==> src/hdl/swdr_pkg.sv <==
// types and constants of the signed window digit recoder
// no dependencies; imported by every recoder module
`default_nettype none

package swdr_pkg;

   localparam int LIMB_W      = 64;
   localparam int REQ_DATA_W  = 4 * LIMB_W;
   localparam int WIDTH_W     = 4;
   localparam int LEN_W       = 9;
   localparam int CSR_DATA_W  = 9;
   localparam int CSR_ADDR_W  = 1;
   localparam int RAW_W       = 14;
   localparam int DIGIT_W     = 15;
   localparam int INDEX_W     = 6;
   localparam int OFF_W       = 10;
   localparam int RSP_DATA_W  = 24;

   localparam logic [CSR_ADDR_W-1:0] REG_WINDOW_WIDTH  = 1'b0;
   localparam logic [CSR_ADDR_W-1:0] REG_SCALAR_LENGTH = 1'b1;

   localparam logic [WIDTH_W-1:0] WIDTH_RESET = 4'd7;
   localparam logic [LEN_W-1:0]   LEN_RESET   = 9'd256;
   localparam logic [WIDTH_W-1:0] WIDTH_MIN   = 4'd4;
   localparam logic [WIDTH_W-1:0] WIDTH_MAX   = 4'd14;
   localparam logic [WIDTH_W-1:0] SIGNED_FROM = 4'd7;

   typedef struct packed {
      logic                 load;
      logic                 step;
      logic                 signed_digits;
      logic                 in_range;
      logic                 last;
      logic [WIDTH_W-1:0]   width;
   } ctrl_type;

endpackage

`default_nettype wire

==> src/hdl/swdr_shifter.sv <==
// scalar shift register: loads one scalar, drops one window of bits per step
// depends on swdr_pkg
`default_nettype none

module swdr_shifter #(
   parameter int SCALAR_WIDTH = 256
) (
   input  wire logic                            clock,
   input  wire logic                            load,
   input  wire logic                            shift,
   input  wire logic [swdr_pkg::WIDTH_W-1:0]    width,
   input  wire logic [SCALAR_WIDTH-1:0]         load_data,
   output logic      [swdr_pkg::RAW_W-1:0]      raw
);
   import swdr_pkg::*;

   logic [SCALAR_WIDTH-1:0] sr_ff;
   logic [SCALAR_WIDTH-1:0] sr_in;

   always_comb begin
      sr_in = sr_ff;
      if (load) begin
         sr_in = load_data;
      end else if (shift) begin
         // zeros come in from the top
         sr_in = sr_ff >> width;
      end
   end

   always_ff @(posedge clock) begin
      sr_ff <= sr_in;
   end

   assign raw = sr_ff[RAW_W-1:0];

endmodule

`default_nettype wire

==> src/hdl/swdr_recode.sv <==
// window digit recoding with carry, and the result output register
// depends on swdr_pkg
`default_nettype none

module swdr_recode (
   input  wire logic                            clock,
   input  wire logic                            reset,
   input  wire swdr_pkg::ctrl_type              ctrl,
   input  wire logic [swdr_pkg::RAW_W-1:0]      raw,
   input  wire logic [swdr_pkg::INDEX_W-1:0]    index,
   input  wire logic                            out_ready,
   output logic                                 can_step,
   output logic                                 out_valid,
   output logic      [swdr_pkg::DIGIT_W-1:0]    out_digit,
   output logic      [swdr_pkg::INDEX_W-1:0]    out_index,
   output logic                                 out_last
);
   import swdr_pkg::*;

   logic               carry_ff, carry_in;
   logic               valid_ff, valid_in;
   logic [DIGIT_W-1:0] digit_ff, digit_in;
   logic [INDEX_W-1:0] index_ff;
   logic               last_ff;

   logic [DIGIT_W-1:0] mask, half, full, sel, sum;

   always_comb begin
      mask = (DIGIT_W'(1) << ctrl.width) - DIGIT_W'(1);
      half = DIGIT_W'(1) << (ctrl.width - WIDTH_W'(1));
      full = DIGIT_W'(1) << ctrl.width;
      // windows starting at or past the length read as zero
      sel  = ctrl.in_range ? (DIGIT_W'(raw) & mask) : '0;
      sum  = sel + DIGIT_W'(carry_ff);
      digit_in = sum;
      carry_in = carry_ff;
      if (ctrl.load) begin
         carry_in = 1'b0;
      end else if (ctrl.step) begin
         carry_in = 1'b0;
         if (ctrl.signed_digits && (sum > half)) begin
            digit_in = sum - full;
            carry_in = 1'b1;
         end
      end
   end

   assign can_step = !valid_ff || out_ready;

   always_comb begin
      valid_in = valid_ff;
      if (ctrl.step) begin
         valid_in = 1'b1;
      end else if (out_ready) begin
         valid_in = 1'b0;
      end
   end

   always_ff @(posedge clock) begin
      if (reset) begin
         carry_ff <= 1'b0;
         valid_ff <= 1'b0;
      end else begin
         carry_ff <= carry_in;
         valid_ff <= valid_in;
      end
   end

   always_ff @(posedge clock) begin
      if (ctrl.step) begin
         digit_ff <= digit_in;
         index_ff <= index;
         last_ff  <= ctrl.last;
      end
   end

   assign out_valid = valid_ff;
   assign out_digit = digit_ff;
   assign out_index = index_ff;
   assign out_last  = last_ff;

endmodule

`default_nettype wire

==> src/hdl/signed_window_digit_recoder.sv <==
// top level of the signed window digit recoder: configuration, window sequencing
// depends on swdr_pkg, swdr_shifter and swdr_recode
//
// Usage:
//  req_* takes one scalar per item, four 64-bit limbs in req_tdata, limb 0 lowest.
//  rsp_* gives one item per window, least significant window first: digit and
//  window index in rsp_tdata, rsp_tlast high on the scalar's top window.
//  csr_* writes window_width (index 0) and scalar_length (index 1); write only
//  while the block is idle.
//  Window count is ceil(L/c) below width 7 and floor(L/c)+1 from width 7 on,
//  capped at MAX_WINDOWS.
//  A taken scalar is loaded into the shift register; its first window then goes
//  into the output register. Throughput: one window per cycle from the shift
//  register, which drops c bits a step, while the output register can take it.
//  req_tready stays low while windows are still being cut; the next scalar is
//  taken as soon as the top window is in the output register.
//  When rsp_tready is low, the output register holds and the shift register
//  waits.
//  Reset (synchronous) empties the output register, drops any scalar in work,
//  and sets width 7 and length 256.
`default_nettype none

module signed_window_digit_recoder #(
   parameter int SCALAR_WIDTH = 256,
   parameter int MAX_WINDOWS  = 64
) (
   input  wire logic                                 clock,
   input  wire logic                                 reset,
   // limbs 0, 1, 2, 3 from the lowest bit up
   input  wire logic [swdr_pkg::REQ_DATA_W-1:0]      req_tdata,
   input  wire logic                                 req_tvalid,
   output logic                                      req_tready,
   // window_digit, window_index, zero fill from the lowest bit up
   output logic      [swdr_pkg::RSP_DATA_W-1:0]      rsp_tdata,
   output logic                                      rsp_tlast,
   output logic                                      rsp_tvalid,
   input  wire logic                                 rsp_tready,
   input  wire logic                                 csr_we,
   input  wire logic [swdr_pkg::CSR_ADDR_W-1:0]      csr_addr,
   input  wire logic [swdr_pkg::CSR_DATA_W-1:0]      csr_wdata
);
   import swdr_pkg::*;

   localparam logic [INDEX_W-1:0] IdxLast = INDEX_W'(MAX_WINDOWS - 1);
   localparam logic [LEN_W-1:0]   LenMax  = LEN_W'(SCALAR_WIDTH);

   logic [WIDTH_W-1:0] width_ff;
   logic [LEN_W-1:0]   length_ff;
   logic               busy_ff, busy_in;
   logic [OFF_W-1:0]   off_ff, off_in;
   logic [INDEX_W-1:0] idx_ff, idx_in;

   logic [WIDTH_W-1:0] width_c;
   logic [LEN_W-1:0]   len_c;
   logic [OFF_W-1:0]   len_ext, next_off;
   logic               more;
   logic               can_step;
   logic [RAW_W-1:0]   raw;
   ctrl_type           ctrl;
   logic [DIGIT_W-1:0] out_digit;
   logic [INDEX_W-1:0] out_index;

   always_ff @(posedge clock) begin
      if (reset) begin
         width_ff  <= WIDTH_RESET;
         length_ff <= LEN_RESET;
      end else if (csr_we) begin
         case (csr_addr)
            REG_WINDOW_WIDTH:  width_ff  <= csr_wdata[WIDTH_W-1:0];
            REG_SCALAR_LENGTH: length_ff <= csr_wdata[LEN_W-1:0];
            default: ;
         endcase
      end
   end

   always_comb begin
      width_c = width_ff;
      if (width_ff < WIDTH_MIN) width_c = WIDTH_MIN;
      if (width_ff > WIDTH_MAX) width_c = WIDTH_MAX;
      len_c = length_ff;
      if (length_ff == '0) len_c = LEN_W'(1);
      if (length_ff > LenMax) len_c = LenMax;
   end

   assign len_ext  = OFF_W'(len_c);
   assign next_off = off_ff + OFF_W'(width_c);

   always_comb begin
      ctrl.width         = width_c;
      ctrl.signed_digits = (width_c >= SIGNED_FROM);
      ctrl.in_range      = (off_ff < len_ext);
      // signed mode also emits the window that starts exactly at the length
      more = ctrl.signed_digits ? (next_off <= len_ext) : (next_off < len_ext);
      ctrl.last          = !more || (idx_ff == IdxLast);
      ctrl.load          = req_tvalid && req_tready;
      ctrl.step          = busy_ff && can_step;
   end

   always_comb begin
      busy_in = busy_ff;
      off_in  = off_ff;
      idx_in  = idx_ff;
      if (ctrl.load) begin
         busy_in = 1'b1;
         off_in  = '0;
         idx_in  = '0;
      end else if (ctrl.step) begin
         busy_in = !ctrl.last;
         off_in  = next_off;
         idx_in  = idx_ff + INDEX_W'(1);
      end
   end

   always_ff @(posedge clock) begin
      if (reset) begin
         busy_ff <= 1'b0;
         off_ff  <= '0;
         idx_ff  <= '0;
      end else begin
         busy_ff <= busy_in;
         off_ff  <= off_in;
         idx_ff  <= idx_in;
      end
   end

   assign req_tready = !busy_ff;

   swdr_shifter #(
      .SCALAR_WIDTH (SCALAR_WIDTH)
   ) u_shifter (
      .clock     (clock),
      .load      (ctrl.load),
      .shift     (ctrl.step),
      .width     (width_c),
      .load_data (req_tdata[SCALAR_WIDTH-1:0]),
      .raw       (raw)
   );

   swdr_recode u_recode (
      .clock     (clock),
      .reset     (reset),
      .ctrl      (ctrl),
      .raw       (raw),
      .index     (idx_ff),
      .out_ready (rsp_tready),
      .can_step  (can_step),
      .out_valid (rsp_tvalid),
      .out_digit (out_digit),
      .out_index (out_index),
      .out_last  (rsp_tlast)
   );

   assign rsp_tdata = {(RSP_DATA_W - DIGIT_W - INDEX_W)'(0), out_index, out_digit};

endmodule

`default_nettype wire

==> config.mk <==
export PLATFORM = sky130hd
export DESIGN_NAME = signed_window_digit_recoder
export DESIGN_NICKNAME = d
export VERILOG_FILES = /design/src/hdl/swdr_pkg.sv /design/src/hdl/swdr_shifter.sv /design/src/hdl/swdr_recode.sv /design/src/hdl/signed_window_digit_recoder.sv
export SDC_FILE = /design/constraint.sdc
export NUM_CORES = 1
export LEC_CHECK = 0
export BUFFER_PORTS_ARGS = -buffer_cell sky130_fd_sc_hd__buf_2
export CAP_MARGIN = 15
export CORE_MARGIN = 2
export CORE_UTILIZATION = 25
export DETAILED_ROUTE_END_ITERATION = 10
export PLACE_DENSITY = 0.52
export SYNTH_ARGS = -nofsm -noshare
export SYNTH_HDL_FRONTEND = slang
export SYNTH_HIERARCHICAL = 1
export SYNTH_SLANG_ARGS = --single-unit
==> constraint.sdc <==
create_clock -name clock -period 6.5 [get_ports clock]
set_clock_uncertainty 0.05 [all_clocks]
set_input_delay 0 -clock clock [delete_from_list [all_inputs] [get_ports clock]]
set_output_delay 0 -clock clock [all_outputs]
set_load 0.005 [all_outputs]
# Yosys cells after proc, flatten, opt, wreduce, memory -nomap -nowiden
# Index checks and enable logic that the tools add are counted.
classes:
  n_addsub: 6
  magnitude_cmp: 8
  eq_ne: 1
  shifts: 3
  mux: 15
  bitwise: 2
  reduce_logical: 15
op_table:
  columns: ["op", "count"]
  rows:
  - ["2-to-1 mux 256 bit", 2]
  - ["right shift 256 x 4 -> 256 bit", 1]
  - ["2-to-1 mux 15 bit", 3]
  - ["left shift 1 x 4 -> 15 bit, first input constant", 2]
  - ["< comparator 10 x 9 -> 1 bit", 2]
  - ["2-to-1 mux 9 bit", 2]
  - ["adder 15 x 1 -> 15 bit", 1]
  - ["bitwise AND 14 x 15 -> 15 bit", 1]
  - ["greater-than comparator 15 bit", 1]
  - ["subtractor 15 bit", 1]
  - ["subtractor 15 x 2 -> 15 bit, second input constant", 1]
  - ["adder 10 x 4 -> 10 bit", 1]
  - ["<= comparator 10 x 9 -> 1 bit", 1]
  - ["greater-than comparator 9 bit, second input constant", 1]
  - ["logical NOT 9 bit", 1]
  - ["2-to-1 mux 4 bit", 2]
  - ["adder 6 x 1 -> 6 bit, second input constant", 1]
  - ["equality test 6 bit, second input constant", 1]
  - ["2-to-1 mux 1 bit", 6]
  - [">= comparator 4 x 3 -> 1 bit, second input constant", 1]
  - ["greater-than comparator 4 bit, second input constant", 1]
  - ["logical NOT 1 bit", 4]
  - ["< comparator 4 x 3 -> 1 bit, second input constant", 1]
  - ["AND reduction 2 bit", 2]
  - ["6 further kinds", 10]
totals:
  ff_bits: 310
  in_bits: 271
  out_inout_bits: 27
  word_cells: 61

# Logic depth before layout (Yosys ltp)
logic_depth:
  word_depth: 12
  ltp_mapped: 29
  ltp_nobuf: 26

# Modules after synthesis
# The synthesis kept the hierarchy.
modules_own_cells:
  columns: ["module", "n_inst", "cells_each", "area_each_um2", "seq_area_each_um2"]
  rows:
  - ["swdr_shifter", 1, 1723, 21205.3, 7687.4]
  - ["swdr_recode", 1, 319, 2820.2, 700.7]
  - ["signed_window_digit_recoder", 1, 240, 1931.9, 600.6]

# Least setup slack after synthesis
# OpenSTA, ideal clock, no wires.
synth_path:
  path_type: "register to register"
  from: "register length_ff[8]"
  to: "register u_recode.digit_ff[1] (netlist: u_recode/out_digit[1]) (data pin)"
  setup_ns: 0.262
  arrival_ns: 5.858
  t_required_ns: 6.188
  setup_slack_ns: 0.330
  path_stages_with_launch: 29
  path_buffers: 3
  synth_period_minus_slack_ns: 6.170
  path_cell_list: "dfxtp_1 > clkinv_1 > nand2_1 > ha_1 > a21o_1 > a21o_1 > a2111oi_0 > nor3_1 > nor4_1 > buf_2 > buf_2 > and3_1 > ha_1 > ha_1 > nand4_1 > nor2_2 > nand3_1 > a2111oi_0 > xor2_1 > and2_1 > ha_1 > nand3_1 > o21ai_0 > o21ai_1 > o211a_1 > o21a_2 > nor2_2 > buf_6 > mux2_1"
synth_lines:
  columns: ["element", "line", "rtl"]
  rows:
  - ["start, declared", "signed_window_digit_recoder.sv:48", "logic [LEN_W-1:0] length_ff;"]
  - ["start signal, assigned", "signed_window_digit_recoder.sv:70", "REG_SCALAR_LENGTH: length_ff <= csr_wdata[LEN_W-1:0];"]
  - ["end signal, assigned", "swdr_recode.sv:71", "digit_ff <= digit_in;"]
  - ["end, declared", "swdr_recode.sv:22", "logic [DIGIT_W-1:0] digit_ff, digit_in;"]

==> metrics.txt <==
CP Class=register to register; PwrDens=260 nW/µm²; Peak VDD IR=0.181 mV; synth unique cells=93; Routed Wire Length=87,100 µm; RSZ-0062 raised after global routing=no; FFs w/ async S/R, synth=0; GPL Wtd Cong=0.853; GR Util met3=0.0269; largest net degree at the start of global routing=163; Fin Setup TNS=0 ps; utilization after layout=0.317; Hold Path Class=input port to register; Worst EP required=6790 ps; multi-input logic area=15,000 µm²; Seq cells post-synth=310; Worst-path clk slew=60 ps; setup violators final=0; CTS Sinks=310; GRT overflow=0; Rows=118; Fillers=10,372; share of the yosys chip area belonging to registers=0.346; Area Growth Syn to Fin=26.2%; f_max=0.167 GHz; initial antenna violation count=8; GR Util met2=0.256; global-route met1 utilization=0.212; most used flip-flop cell after synthesis=edfxtp_1; Tot Pwr=8.52 mW; Core Region=103,000 µm²; Synth top area share=0.322; final hold vios=0; IO Count=298; Syn Area/Cell=11.4 µm²; Lkg Pwr=12.5 nW; Synth Instances=2,282; HPWL Detailed=60,800 µm; Crit path max-delay family=compound AO/OA/AOI/OAI gates; drt via density=5.28; vias=21,843; vias in the first global route=22,053; critical path depth=27; Startpoint Class=register; Clock Latency Late Sink=600 ps; share of post-route cells with drive strength above 1=0.336; Clock H-tree levels=2; GRT Overall Usage=0.159; DR WL/cell=21.1 µm; critical path's slowest cell=a2111oi_4; area leader, netlist=edfxtp_1; root buffer cell=clkbuf_16; crit-path max FO=21; Buf/Inv on CP=3; CP most frequent cell=ha_1; initial core utilization=0.252; CTS tree=yes; Reg2Reg Depth=27; outcome=completed; first-pass GRT wire length=133,000 µm; Worst slew margin=0.0809; hold path cells=4; # DRC=0; period utilization=0.919; Slew Limit Fails=0; GR peak layer=met2; Synth area leaders=edfxtp_1 32%, mux4_2 21%, mux2_2 10%; register area=8990 µm²; TritonCTS Buffers=43; crit path time final=5970 ps; first drt pass iteration count=7; die area=106,000 µm²; Post-synth EDFFs=278; kind of end point of the critical path=register; die span in y=326 µm; I/O Buffers=294; DRT iter0 DRCs=2,031; max cap viols=0; Max Root-Sink Buffers=3; critical path arrival=6260 ps; Routed Antenna Nets=0; Final nets=3,043; die width=326 µm; Slew @ Worst Pin=1380 ps; mapped cell area=26,000 µm²; slowest stage delay, CP=400 ps; synth warn=6
-- area by class of cell --
| class | count | area share |
|---|---|---|
| Multi-Input combinational cell | 1501 | 0.457 |
| Sequential cell | 310 | 0.274 |
| Timing Repair Buffer | 609 | 0.142 |
| Tap cell | 1380 | 0.0527 |
| Clock buffer | 58 | 0.0371 |
| Inverter | 259 | 0.0299 |
| Clock inverter | 19 | 0.00684 |
| Antenna cell | 2 | 0.000153 |
-- registers in the layout, indices dropped and copies added, names as in the netlist --
name / count
u_shifter/sr_ff: 256
u_recode/out_digit: 15
off_ff: 10
length_ff: 9
idx_ff: 6
u_recode/out_index: 6
width_ff: 4
busy_ff: 1
u_recode/carry_ff: 1
u_recode/out_last: 1
u_recode/out_valid: 1
-- where the power goes --
part	switching (mW)	internal (mW)
sequential	0.352	2.66
combinational	1.49	1.58
clock	0.974	1.47
total	2.81	5.71
-- synth_stat cells, drive strengths merged, types with 16 or more instances --
| master | count |
|---|---|
| buf | 103 |
| mux2 | 242 |
| o22ai | 237 |
| ha | 46 |
| mux4 | 251 |
| nor2 | 43 |
| a21oi | 276 |
| nand2 | 91 |
| nand4 | 17 |
| mux2i | 33 |
| xnor2 | 28 |
| clkbuf | 111 |
| o21ai | 27 |
| inv | 258 |
| edfxtp | 278 |
| dfxtp | 32 |
| xor2 | 16 |
| nand3 | 22 |
-- cell families (layout without fill, tap and decap cells) --
group           count (synthesis)  after routing  synth area share
other cells                     1              5          0.000144
buf+inv                       473            945            0.0807
mux                           526            526             0.336
fa+ha+maj                      49             49            0.0241
flops                         310            310             0.346
xor+xnor                       45             45            0.0163
compound gates                627            627             0.146
simple gates                  251            251            0.0494
-- worst reg2reg max path: stages (launching register included) --
cell and delay [ps]:
dfxtp_1 340, inv_2 130, nand2_1 90, ha_1 310, a21o_1 190, a21o_1 170
a2111oi_0 380, nor3_1 110, nor4_2 250, buf_4 220, and3_1 170, ha_1 160
ha_1 180, nand4_1 120, nor2_2 150, nand3_1 230, a2111oi_4 400, xor2_1 100
and2_1 200, ha_1 300, nand3_1 80, o21ai_0 190, o21ai_1 90, o211a_1 230
o21a_2 220, nor2_2 150, buf_12 170, mux2_1 340
-- metrics by stage --
step / std cells / worst slack (ps) / area [µm²] / hold WS, ps
after floorplan: 2284 / 330 / 26000 / 19.1
after global placement: 3772 / 345 / 28400 / 188
after detailed placement: 3772 / 239 / 28400 / 181
after CTS: 4136 / 194 / 32700 / 128
after global routing: 4136 / 113 / 32700 / 182
final: 4138 / 526 / 32700 / 168
-- repair_timing --
action                                  4_1_cts  5_1_grt
hold buffers                                287        0
gates resized for setup                       0        4
setup buffers                                 0        0
endpoints found under the hold margin       272        0
endpoints found under the setup margin        0       12
-- cell usage in the layout, fill, tap and decap left out, types with 8 or more instances in the layout --
cell,netlist,layout
nand2b_1,14,13
clkbuf_16,0,45
nand4_1,15,15
mux4_2,245,245
nand2_1,91,90
xor2_1,16,16
buf_2,28,294
a21oi_1,275,275
mux2i_1,32,32
o22ai_1,237,237
edfxtp_1,278,278
nor3_1,8,8
inv_1,254,254
dlygate4sd3_1,0,287
a211oi_1,10,10
mux2_2,240,240
nand3_1,21,21
xnor2_1,26,26
buf_4,22,20
ha_1,46,46
o21ai_0,22,22
dfxtp_1,32,32
and3_1,9,9
buf_12,0,8
nor2b_1,12,11
nor2_1,41,41
clkbuf_1,111,9
-- path summary, 6_finish.rpt --
check / from / endpoint / slack (ps)
worst max-delay path: length_ff[8] / u_recode/out_digit[1] / 530
worst min-delay path: csr_wdata[0] / width_ff[0] / 170
worst max register to register: length_ff[8] / u_recode/out_digit[1] / 530
worst min register to register: idx_ff[5] / u_recode/out_index[5] / 420
-- per-layer routing --
layer  wire length [µm]  vias up
li1                   -     9829
met1              36700    11018
met2              41100      815
met3               5890      167
met4               3410       14
met5                 85        -
Power figures use the tool's default switching activity.
